File: config.mk
export PLATFORM = sky130hd
export DESIGN_NAME = graphic_text_pixel_compositor
export DESIGN_NICKNAME = d
export VERILOG_FILES = /design/src/design/gtpc_pkg.sv /design/src/design/graphic_text_pixel_compositor.sv /design/src/design/gtpc_decode.sv /design/src/design/gtpc_palette.sv /design/src/design/gtpc_compose.sv
export SDC_FILE = /design/constraint.sdc
export NUM_CORES = 2
export LEC_CHECK = 0
export BUFFER_PORTS_ARGS = -buffer_cell sky130_fd_sc_hd__clkbuf_2
export CAP_MARGIN = 10
export CORE_MARGIN = 3
export CORE_UTILIZATION = 57
export CTS_BUF_LIST = sky130_fd_sc_hd__clkbuf_16
export DETAILED_ROUTE_END_ITERATION = 16
export PLACE_DENSITY = 0.77
export SYNTH_ARGS = -nofsm -noshare
export SYNTH_HDL_FRONTEND = slang
export SYNTH_MEMORY_MAX_BITS = 65536
export SYNTH_SLANG_ARGS = --single-unit
File: constraint.sdc
create_clock -name clk -period 6.76 [get_ports clk]
set_clock_uncertainty 0.2 [all_clocks]
set_input_delay 0.676 -clock clk [delete_from_list [all_inputs] [get_ports clk]]
set_output_delay 0.676 -clock clk [all_outputs]
set_load 0.02 [all_outputs]
File: src/design/gtpc_pkg.sv
// ---------------------------------------------------------------------------
// gtpc_pkg
// Shared types, constants and helpers of the graphic/text pixel compositor.
// ---------------------------------------------------------------------------
package gtpc_pkg;

    localparam int GPAL_DEPTH = 256;
    localparam int TPAL_DEPTH = 16;
    localparam int GPAL_AW    = $clog2(GPAL_DEPTH);
    localparam int TPAL_AW    = $clog2(TPAL_DEPTH);
    localparam int PAGE_SIDE  = 512;
    localparam int PAGE_CNT   = 4;

    typedef enum logic [1:0] {
        OP_PIXEL   = 2'd0,
        OP_WR_GPAL = 2'd1,
        OP_WR_TPAL = 2'd2,
        OP_NONE    = 2'd3
    } op_t;

    typedef enum logic [2:0] {
        CFG_COLOR_MODE   = 3'd0,
        CFG_LARGE_SCREEN = 3'd1,
        CFG_PAGE_ENABLE  = 3'd2,
        CFG_PAGE_PRIO    = 3'd3,
        CFG_GRAPHIC_EN   = 3'd4,
        CFG_TEXT_EN      = 3'd5,
        CFG_GLAYER_PRIO  = 3'd6,
        CFG_TLAYER_PRIO  = 3'd7
    } cfg_idx_t;

    localparam logic [1:0] MODE_16  = 2'd0;
    localparam logic [1:0] MODE_256 = 2'd1;

    typedef struct packed {
        logic [1:0] color_mode;
        logic       large_screen;
        logic [3:0] page_enable_mask;
        logic [7:0] page_priorities;
        logic       graphic_enable;
        logic       text_enable;
        logic [1:0] glayer_prio;
        logic [1:0] tlayer_prio;
    } cfg_t;

    // decoded request, ahead of the palette lookup
    typedef struct packed {
        op_t                op;
        logic [GPAL_AW-1:0] pal_index;
        logic [15:0]        data;
        logic               gshow;
        logic               gdirect;
        logic [GPAL_AW-1:0] gidx;
        logic               tshow;
        logic [TPAL_AW-1:0] tidx;
    } dec_t;

    // request after the palette lookup
    typedef struct packed {
        op_t         op;
        logic        gshow;
        logic        gdirect;
        logic [15:0] data;
        logic        tshow;
    } pal_t;

    function automatic logic [15:0] grbi_to_565(input logic [15:0] v);
        grbi_to_565 = {v[10:6], v[15:11], v[0], v[5:1]};
    endfunction

endpackage

File: src/design/graphic_text_pixel_compositor.sv
// ---------------------------------------------------------------------------
// graphic_text_pixel_compositor
// Per-pixel graphic/text layer compositor with palette load requests.
// ---------------------------------------------------------------------------
// Pipeline: a request passes through the decode, palette read and compose/output
// registers in that order before its result is offered on the output stream.
// Throughput: one request per cycle, set by each stage taking a new request
// whenever its output is free; the palettes take one read and one write a cycle.
// Reset: all configuration registers clear to zero, pipeline empties;
// palette contents are undefined until loaded.
module graphic_text_pixel_compositor
    import gtpc_pkg::*;
(
    input  logic        clk,
    input  logic        rst_n,
    input  logic        s_tvalid,
    output logic        s_tready,
    // x[9:0], y[19:10], gvram_word[35:20], text_bits[39:36],
    // palette_index[47:40], palette_value[63:48]
    input  logic [63:0] s_tdata,
    // op[1:0]
    input  logic [1:0]  s_tuser,
    output logic        m_tvalid,
    input  logic        m_tready,
    // color[15:0]
    output logic [15:0] m_tdata,
    input  logic        cfg_valid,
    output logic        cfg_ready,
    input  logic [2:0]  cfg_index,
    input  logic [7:0]  cfg_data
);

    cfg_t        cfg_reg;
    logic        d_valid;
    logic        d_ready;
    dec_t        d_dec;
    logic        p_valid;
    logic        p_ready;
    pal_t        p_pal;
    logic [15:0] p_gcolor;
    logic [15:0] p_tcolor;

    assign cfg_ready = 1'b1;

    always_ff @(posedge clk or negedge rst_n)
    begin
        if (!rst_n)
            cfg_reg <= '0;
        else if (cfg_valid)
        begin
            case (cfg_idx_t'(cfg_index))
                CFG_COLOR_MODE:   cfg_reg.color_mode       <= cfg_data[1:0];
                CFG_LARGE_SCREEN: cfg_reg.large_screen     <= cfg_data[0];
                CFG_PAGE_ENABLE:  cfg_reg.page_enable_mask <= cfg_data[3:0];
                CFG_PAGE_PRIO:    cfg_reg.page_priorities  <= cfg_data;
                CFG_GRAPHIC_EN:   cfg_reg.graphic_enable   <= cfg_data[0];
                CFG_TEXT_EN:      cfg_reg.text_enable      <= cfg_data[0];
                CFG_GLAYER_PRIO:  cfg_reg.glayer_prio      <= cfg_data[1:0];
                CFG_TLAYER_PRIO:  cfg_reg.tlayer_prio      <= cfg_data[1:0];
                default:          cfg_reg                  <= cfg_reg;
            endcase
        end
    end

    gtpc_decode u_decode (
        .clk       (clk),
        .rst_n     (rst_n),
        .cfg       (cfg_reg),
        .in_valid  (s_tvalid),
        .in_ready  (s_tready),
        .in_op     (op_t'(s_tuser)),
        .in_x      (s_tdata[9:0]),
        .in_y      (s_tdata[19:10]),
        .in_word   (s_tdata[35:20]),
        .in_tbits  (s_tdata[39:36]),
        .in_pidx   (s_tdata[47:40]),
        .in_pval   (s_tdata[63:48]),
        .out_valid (d_valid),
        .out_ready (d_ready),
        .out_dec   (d_dec)
    );

    gtpc_palette u_palette (
        .clk       (clk),
        .rst_n     (rst_n),
        .in_valid  (d_valid),
        .in_ready  (d_ready),
        .in_dec    (d_dec),
        .out_valid (p_valid),
        .out_ready (p_ready),
        .out_pal   (p_pal),
        .gcolor    (p_gcolor),
        .tcolor    (p_tcolor)
    );

    gtpc_compose u_compose (
        .clk       (clk),
        .rst_n     (rst_n),
        .cfg       (cfg_reg),
        .in_valid  (p_valid),
        .in_ready  (p_ready),
        .in_pal    (p_pal),
        .gcolor    (p_gcolor),
        .tcolor    (p_tcolor),
        .out_valid (m_tvalid),
        .out_ready (m_tready),
        .out_color (m_tdata)
    );

    a_block_only_when_full: assert property (@(posedge clk) disable iff (!rst_n)
        !s_tready |-> m_tvalid && !m_tready && d_valid && p_valid)
        else $error("input held off with room in the pipeline");

endmodule

File: src/design/gtpc_decode.sv
// ---------------------------------------------------------------------------
// gtpc_decode
// Select the front graphic index by page priority and decode the text index.
// ---------------------------------------------------------------------------
module gtpc_decode
    import gtpc_pkg::*;
(
    input  logic        clk,
    input  logic        rst_n,
    input  cfg_t        cfg,
    input  logic        in_valid,
    output logic        in_ready,
    input  op_t         in_op,
    input  logic [9:0]  in_x,
    input  logic [9:0]  in_y,
    input  logic [15:0] in_word,
    input  logic [3:0]  in_tbits,
    input  logic [7:0]  in_pidx,
    input  logic [15:0] in_pval,
    output logic        out_valid,
    input  logic        out_ready,
    output dec_t        out_dec
);

    logic               valid_reg;
    dec_t               dec_reg;
    dec_t               dec_next;
    logic [7:0]         page_idx  [PAGE_CNT];
    logic               page_cand [PAGE_CNT];
    logic [3:0]         page_key  [PAGE_CNT];
    logic               pair_cand [2];
    logic [3:0]         pair_key  [2];
    logic [7:0]         pair_idx  [2];
    logic               found;
    logic [7:0]         found_idx;
    logic [1:0]         quad;
    logic [3:0]         quad_idx;
    logic               is16;
    logic               direct;
    logic               outside;
    logic               gshow_raw;

    assign in_ready  = !valid_reg || out_ready;
    assign out_valid = valid_reg;
    assign out_dec   = dec_reg;

    assign is16    = (cfg.color_mode == MODE_16);
    assign direct  = cfg.color_mode[1];
    assign outside = in_x[9] || in_y[9];
    assign quad    = {in_y[9], in_x[9]};
    assign quad_idx = in_word[4*quad +: 4];

    always_comb
    begin
        for (int p = 0; p < PAGE_CNT; p++)
        begin
            page_idx[p]  = is16 ? {4'd0, in_word[4*p +: 4]} : in_word[8*(p%2) +: 8];
            page_cand[p] = cfg.page_enable_mask[p] && (page_idx[p] != 8'd0);
            page_key[p]  = {cfg.page_priorities[2*p +: 2], 2'(p)};
        end
        for (int k = 0; k < 2; k++)
        begin
            if (page_cand[2*k] && (!page_cand[2*k+1] || page_key[2*k] < page_key[2*k+1]))
            begin
                pair_cand[k] = 1'b1;
                pair_key[k]  = page_key[2*k];
                pair_idx[k]  = page_idx[2*k];
            end
            else
            begin
                pair_cand[k] = page_cand[2*k+1];
                pair_key[k]  = page_key[2*k+1];
                pair_idx[k]  = page_idx[2*k+1];
            end
        end
        found = pair_cand[0] || pair_cand[1];
        if (pair_cand[0] && (!pair_cand[1] || pair_key[0] < pair_key[1]))
            found_idx = pair_idx[0];
        else
            found_idx = pair_idx[1];
    end

    always_comb
    begin
        dec_next           = '0;
        dec_next.op        = in_op;
        dec_next.pal_index = in_pidx;
        dec_next.data      = (in_op == OP_PIXEL) ? in_word : in_pval;
        dec_next.tidx      = (in_op == OP_PIXEL) ? in_tbits : in_pidx[TPAL_AW-1:0];
        dec_next.tshow     = cfg.text_enable && (in_tbits != 4'd0);
        gshow_raw          = 1'b0;
        if (is16 && cfg.large_screen)
        begin
            dec_next.gidx = {4'd0, quad_idx};
            gshow_raw     = (quad_idx != 4'd0);
        end
        else if (cfg.page_enable_mask != 4'd0 && !outside)
        begin
            if (direct)
            begin
                dec_next.gdirect = 1'b1;
                gshow_raw        = (in_word != 16'd0);
            end
            else
            begin
                dec_next.gidx = found_idx;
                gshow_raw     = found;
            end
        end
        dec_next.gshow = cfg.graphic_enable && gshow_raw;
    end

    always_ff @(posedge clk or negedge rst_n)
    begin
        if (!rst_n)
            valid_reg <= 1'b0;
        else if (in_ready)
            valid_reg <= in_valid;
    end

    always_ff @(posedge clk)
    begin
        if (in_ready && in_valid)
            dec_reg <= dec_next;
    end

    a_direct_shown: assert property (@(posedge clk) disable iff (!rst_n)
        valid_reg && dec_reg.op == OP_PIXEL && dec_reg.gdirect && dec_reg.gshow
        |-> dec_reg.data != 16'd0)
        else $error("direct colour shown with zero word");

endmodule

File: src/design/gtpc_palette.sv
// ---------------------------------------------------------------------------
// gtpc_palette
// Graphic and text palette memories: write on load requests, read on pixels.
// ---------------------------------------------------------------------------
module gtpc_palette
    import gtpc_pkg::*;
(
    input  logic        clk,
    input  logic        rst_n,
    input  logic        in_valid,
    output logic        in_ready,
    input  dec_t        in_dec,
    output logic        out_valid,
    input  logic        out_ready,
    output pal_t        out_pal,
    output logic [15:0] gcolor,
    output logic [15:0] tcolor
);

    logic [15:0] gpal_mem [GPAL_DEPTH];
    logic [15:0] tpal_mem [TPAL_DEPTH];
    logic        valid_reg;
    pal_t        pal_reg;
    pal_t        pal_next;
    logic [15:0] grd_reg;
    logic [15:0] trd_reg;
    logic        advance;

    assign in_ready  = !valid_reg || out_ready;
    assign out_valid = valid_reg;
    assign out_pal   = pal_reg;
    assign gcolor    = grd_reg;
    assign tcolor    = trd_reg;
    assign advance   = in_ready && in_valid;

    always_comb
    begin
        pal_next.op      = in_dec.op;
        pal_next.gshow   = in_dec.gshow;
        pal_next.gdirect = in_dec.gdirect;
        pal_next.data    = in_dec.data;
        pal_next.tshow   = in_dec.tshow;
    end

    always_ff @(posedge clk or negedge rst_n)
    begin
        if (!rst_n)
            valid_reg <= 1'b0;
        else if (in_ready)
            valid_reg <= in_valid;
    end

    always_ff @(posedge clk)
    begin
        if (advance)
        begin
            pal_reg <= pal_next;
            grd_reg <= gpal_mem[in_dec.gidx];
            trd_reg <= tpal_mem[in_dec.tidx];
            if (in_dec.op == OP_WR_GPAL)
                gpal_mem[in_dec.pal_index] <= in_dec.data;
            if (in_dec.op == OP_WR_TPAL)
                tpal_mem[in_dec.tidx] <= in_dec.data;
        end
    end

    a_stall_hold: assert property (@(posedge clk) disable iff (!rst_n)
        valid_reg && !out_ready |=> valid_reg && $stable(grd_reg) && $stable(trd_reg))
        else $error("palette read data lost while stalled");

endmodule

File: src/design/gtpc_compose.sv
// ---------------------------------------------------------------------------
// gtpc_compose
// Stack the graphic and text layers and convert GRBI to RGB565.
// ---------------------------------------------------------------------------
module gtpc_compose
    import gtpc_pkg::*;
(
    input  logic        clk,
    input  logic        rst_n,
    input  cfg_t        cfg,
    input  logic        in_valid,
    output logic        in_ready,
    input  pal_t        in_pal,
    input  logic [15:0] gcolor,
    input  logic [15:0] tcolor,
    output logic        out_valid,
    input  logic        out_ready,
    output logic [15:0] out_color
);

    logic        valid_reg;
    logic [15:0] color_reg;
    logic [15:0] color_next;
    op_t         op_reg;
    logic [15:0] gcol;
    logic        gbehind;

    assign in_ready  = !valid_reg || out_ready;
    assign out_valid = valid_reg;
    assign out_color = color_reg;
    assign gbehind   = (cfg.glayer_prio >= cfg.tlayer_prio);
    assign gcol      = in_pal.gdirect ? in_pal.data : gcolor;

    always_comb
    begin
        color_next = 16'd0;
        if (in_pal.op == OP_PIXEL)
        begin
            if (in_pal.tshow && (gbehind || !in_pal.gshow))
                color_next = grbi_to_565(tcolor);
            else if (in_pal.gshow)
                color_next = grbi_to_565(gcol);
        end
    end

    always_ff @(posedge clk or negedge rst_n)
    begin
        if (!rst_n)
            valid_reg <= 1'b0;
        else if (in_ready)
            valid_reg <= in_valid;
    end

    always_ff @(posedge clk)
    begin
        if (in_ready && in_valid)
        begin
            color_reg <= color_next;
            op_reg    <= in_pal.op;
        end
    end

    a_load_black: assert property (@(posedge clk) disable iff (!rst_n)
        valid_reg && op_reg != OP_PIXEL |-> color_reg == 16'd0)
        else $error("non-pixel request gave a colour");

endmodule

# Yosys cells after proc, flatten, opt, wreduce, memory -nomap -nowiden
# Memory sizes are Yosys's and may differ from the RTL's. A register that Yosys moved wholly into a read port is not among the register bits.
# Cells that the tools add are included.
totals:
  ff_bits: 102
  ramBits: 4352
  inputBits: 82
  output_inout_bits: 19
  word_cells: 126
  n_memories: 2
classes:
  magnitude_cmp: 4
  n_eq_ne: 9
  n_shift: 1
  mux: 29
  bitwise: 1
  reduce_logical: 54
memory_table:
  columns: ["name", "depth", "word_bits", "read_ports", "rd_ports_with_merged_regs", "write_ports", "line", "source"]
  rows:
  - ["u_palette.gpal_mem", 256, 16, 1, 1, 1, "gtpc_palette.sv:20", "logic [15:0] gpal_mem [GPAL_DEPTH];"]
  - ["u_palette.tpal_mem", 16, 16, 1, 1, 1, "gtpc_palette.sv:21", "logic [15:0] tpal_mem [TPAL_DEPTH];"]
op_table:
  columns: ["operator", "n"]
  rows:
  - ["16-bit 2-to-1 mux", 4]
  - ["8-bit 2-to-1 mux", 7]
  - ["8-bit nonzero test", 4]
  - ["4-bit 2-to-1 mux", 6]
  - ["2-bit AND reduction", 8]
  - ["16-bit nonzero test", 1]
  - ["16-bit by 5-bit variable part select with 4-bit output", 1]
  - ["1-bit logical AND", 15]
  - ["3-bit equality test (second input constant)", 4]
  - ["4-bit < comparator", 3]
  - ["1-bit 2-to-1 mux", 12]
  - ["4-bit nonzero test", 3]
  - ["1-bit logical OR", 9]
  - ["1-bit zero test", 8]
  - ["3-bit by 2-bit equality test with 1-bit output (second input constant)", 2]
  - ["2-bit zero test", 3]
  - ["3-bit by 1-bit equality test with 1-bit output (second input constant)", 1]
  - ["3-bit zero test", 1]
  - ["3-bit OR reduction", 1]
  - ["2-bit by 1-bit equality test with 1-bit output (second input constant)", 1]
  - ["2-bit equality test (second input constant)", 1]
  - ["2-bit >= comparator", 1]
  - ["2-bit OR reduction", 1]
  - ["1-bit inverter", 1]

# Depth between registers and ports, before layout
depth:
  ltp_word: 15
  mapped_depth: 14
  depth_no_buf: 12

# By module
# A second synthesis with hierarchy kept.
hier_totals:
  cells_unflattened: 8092
  area_unflattened_um2: 174692.5
by_module_without_submodules:
  columns: ["mod", "instances", "cells_per_inst", "area_per_inst_um2", "seq_area_each_um2"]
  rows:
  - ["gtpc_palette", 1, 7751, 170193.2, 132301.9]
  - ["gtpc_decode", 1, 189, 2446.1, 1256.2]
  - ["gtpc_compose", 1, 99, 1143.6, 505.5]
  - ["graphic_text_pixel_compositor", 1, 53, 909.6, 525.5]

# Worst setup path before layout
# OpenSTA, ideal clock, no wires.
synth_path:
  path_kind: "register to register"
  from: "register u_decode.dec_reg (netlist bit u_decode.out_dec[15])"
  to: "memory u_palette.gpal_mem[0][0], data pin"
  setup_time_ns: 0.858
  t_arrival_ns: 3.423
  t_required_ns: 5.702
  slack_ns: 2.279
  path_stages_with_launch: 1
  n_path_buf: 0
  period_less_slack_ns: 4.481
  path_cell_list: "edfxtp_1"
synth_lines:
  columns: ["element", "line", "source"]
  rows:
  - ["from (decl)", "gtpc_decode.sv:26", "dec_t dec_reg;"]
  - ["from (signal assigned)", "gtpc_decode.sv:124", "dec_reg <= dec_next;"]
  - ["to (decl)", "gtpc_palette.sv:20", null]
# Straight into the memory's write port.

# Worst setup path in the final report
layout_path:
  from: "register u_compose.valid_reg, in the netlist u_compose.out_valid"
  to: "memory u_palette.gpal_mem[73][5] (enable)"
layout_via:
  elab_chain_cells: 6
layout_rtl:
  columns: ["element", "line", "source"]
  rows:
  - ["from (decl)", "gtpc_compose.sv:21", "logic valid_reg;"]
  - ["from (signal assigned)", "gtpc_compose.sv:51", "valid_reg <= in_valid;"]
  - ["1-bit zero test", "gtpc_compose.sv:28", "assign in_ready = !valid_reg || out_ready;"]
  - ["1-bit logical OR", "gtpc_compose.sv:28", null]
  - ["1-bit logical OR", "gtpc_palette.sv:29", "assign in_ready = !valid_reg || out_ready;"]
  - ["1-bit logical AND", "gtpc_palette.sv:34", "assign advance = in_ready && in_valid;"]
  - ["1-bit 2-to-1 mux", "gtpc_palette.sv:55", "if (advance)"]
  - ["1-bit 2-to-1 mux (implied by the code)", "gtpc_palette.sv:61", "gpal_mem[in_dec.pal_index] <= in_dec.data;"]
# Every way passes these cells.

==> summary.txt <==
Layout
  • Layout area overhead: 12.6%
  • Share of layout cells above drive strength 1: 0.294
  • Max FFs per register: 4,096
  • Register with the most flip-flops: u_palette.gpal_mem
  • Fin nets: 7,963
  • Commonest non-fill, non-tap cells in the layout: edfxtp_1, mux4_2, clkbuf_16
  • Core Util, Final: 0.645
  • Commonest non-fill, non-tap cell in the layout: edfxtp_1

Timing
  • Final TNS setup: 0 ns
  • Worst Tran Pin Value: 1.60 ns
  • Fmax: 0.201 GHz
  • Rel. slew slack: -0.0644
  • Setup violators final: 0
  • Final min period: 4.98 ns
  • Endpoints failing hold: 0
  • RSZ-0062 raised after global routing: false
  • Post-route clock period utilization: 0.737
  • Final slew viol count: between 50 and 60

Synth
  • Top-area cell type share of the netlist area: 0.779
  • Yosys reg bits: 4,486
  • Synth Area per Inst: 23.6 µm²
  • Distinct cells, synth: 66
  • Yosys top cell by area: edfxtp_1
  • Asr flop ratio synth: 0.00535
  • Mapped cell area: around 170,000 µm²
  • Main synth FF type: edfxtp_1
  • Synth Instances: around 7,300
  • Synth warnings: 0
  • Post-synthesis sequential area ratio: 0.783
  • Synth area leaders: edfxtp_1, mux4_2, mux2i_1
  • Net count after synthesis: 7,368
  • EDFF count, synth: 4,462

Floorplanning
  • # rows: ~200
  • Die width: 555 µm
  • Die Height: 555 µm
  • IO Pins: 101
  • Initial core utilization: 0.573
  • Die area: ~300,000 µm²
  • Core area: 300,000 µm²

CTS
  • Post-CTS Setup Repair Bufs: 0
  • CTS tree: built
  • Clock transition at path regs: around 0.060 ns
  • Root buffer cell: clkbuf_16
  • Total CTS buffers: 424
  • Clk_lat worst skew: roughly 0.9 ns
  • Max clock buf depth: 4
  • Post-cts resize count: 0
  • H-Tree Depth: 5
  • CTS Sinks: 4,486

Detailed routing
  • Drt total wl: 429,000 µm
  • Vias post-DR: 83,400
  • 1st-pass router iterations: 6
  • Post-route antenna net violation count: 0
  • Wire per inst: roughly 35 µm
  • Vias per std cell: 6.84
  • Detailed Route Iter0 Violations: 12,700
  • DR DRC count: 0

Placement
  • Routability cong.: 0.875
  • I/O Buffers: 81
  • Dpl hpwl: 231,000 µm

Status
  • Violated checks: slew limit
  • Status: finished, violations left

Worst hold path
  • Hold/Removal Path Class: in -> async

Worst setup path
  • Critical Path Most Common Cell: nand2_1
  • CP Cell Sequence: nor2b_1, nand2_1, nand4b_1, nor3_1, nand2_1, nor2_1, buf_4
  • Setup crit end kind: flip-flop
  • Worst Path Max Fanout: 16
  • Worst Path Buf+Inv: 1
  • CP max-delay cell: nand2_1
  • Cell family with most CP delay: simple AND/OR/NAND/NOR gates
  • Critical Path Max Stage Delay: between 1 and 1.5 ns
  • WP data required: 7.16 ns
  • Crit start category: flip-flop
  • Arrival time of the worst setup path: about 5.4 ns
  • Kind of critical path: reg -> reg

Power and ir drop
  • IR drop worst, VDD: roughly 270 µV
  • Final Power: between 50 and 60 mW
  • Static leakage: 60.8 nW
  • Pwr dens: about 310 nW/µm²

Global route
  • Grt ovf: 0
  • First-pass GRT wire length: slightly above 600,000 µm
  • GRT Util Overall: 0.279
  • Initial antenna violation count: 17
  • Number of global-route vias before repair: 84,700
  • Pin count of the biggest net entering global routing: 222

Run
  • MaxCap Viol Count: 0
-- cells by family after synthesis --
kind of cell,after synthesis,share of synthesized area
adders and majority gates,5,0.000364
DFF,4486,0.783
buffers and inverters,413,0.00994
and+or+nand+nor,499,0.0130
other,1,0.0000218
AOI/OAI and AO/OA,307,0.0132
muxes,1570,0.181
-- cell usage after synthesis (6+ instances only) --
master    count
edfxtp_1   4462
mux4_2     1219
mux2i_1     292
nor2_1      291
clkbuf_1    223
a22oi_1     176
buf_2        97
buf_1        69
mux2_2       58
nand2_1      57
a21oi_1      37
nand3_1      35
nand4_1      35
dfrtp_1      24
nor3_1       20
a31oi_1      17
inv_1        17
o221ai_1     17
a211o_1      16
nand2b_1     10
nor2b_1      10
o21ai_0       8
and2_1        6
-- worst register-to-register path: stages, from the launching register on --
cell and delay (ns):
dfrtp_1 0.40, nor2b_1 0.15, nand2_1 0.14, nand4b_1 0.54, nor3_1 1.00, nand2_1 1.01
nor2_1 0.89, buf_4 0.32
-- stage by stage --
step | setup WS [ns] | std cells | area, µm² | hold slack, ns
finish | 1.78 | 12200 | 194000 | 0.116
global route | 1.80 | 12200 | 193000 | 0.129
CTS | 2.06 | 12200 | 193000 | 0.0517
detailed placement | 1.95 | 11300 | 179000 | 0.208
global placement | 1.62 | 11300 | 179000 | 0.203
floorplan | 2.28 | 7281 | 172000 | 0.180
-- metal layers --
layer  part of all wire  GRT usage  up-vias
met2               0.49      0.441     6118
met3               0.12     0.0704     1092
met5            0.00088    0.00563        -
met1               0.34      0.371    43800
met4              0.052      0.128       18
li1                   -          -    32500
-- worst paths after layout --
kind / depth (start not counted) / end / from / slack [ns]
max reg2reg: 7 / u_palette.gpal_mem[73][5] / u_compose.out_valid / 1.78
max: 7 / u_palette.gpal_mem[73][5] / u_compose.out_valid / 1.78
min in group clk: 3 / u_decode.out_dec[13] / s_tdata[19] / 0.12
min reg2reg: 0 / u_palette.out_pal[18] / u_decode.out_dec[14] / 0.23
min: 2 / u_compose.out_valid / rst_n / 0.12
max in group asynchronous: 2 / cfg_reg[19] / rst_n / 5.83
-- power breakdown --
part           internal [mW]  total, mW  switching [mW]
clock network           12.8       23.0            10.2
registers               30.9       31.1           0.148
logic                   2.27       5.57            3.29
total                   46.0       59.7            13.6
-- what timing repair did --
action,CTS,global route
hold buffers,64,0
endpoints found under the hold margin,80,0
setup endpoints to repair,0,0
-- final cells by class --
class | instances | area [µm²]
Tap cell | 3958 | 4950
Sequential cell | 4486 | 135000
Timing Repair Buffer | 565 | 4680
Multi-Input combinational cell | 2382 | 35800
Antenna cell | 17 | 42.5
Inverter | 17 | 63.8
Clock buffer | 428 | 10700
Fill cell | 18100 | 107000
Clock inverter | 349 | 2670
(Power assumes the default switching activity.)
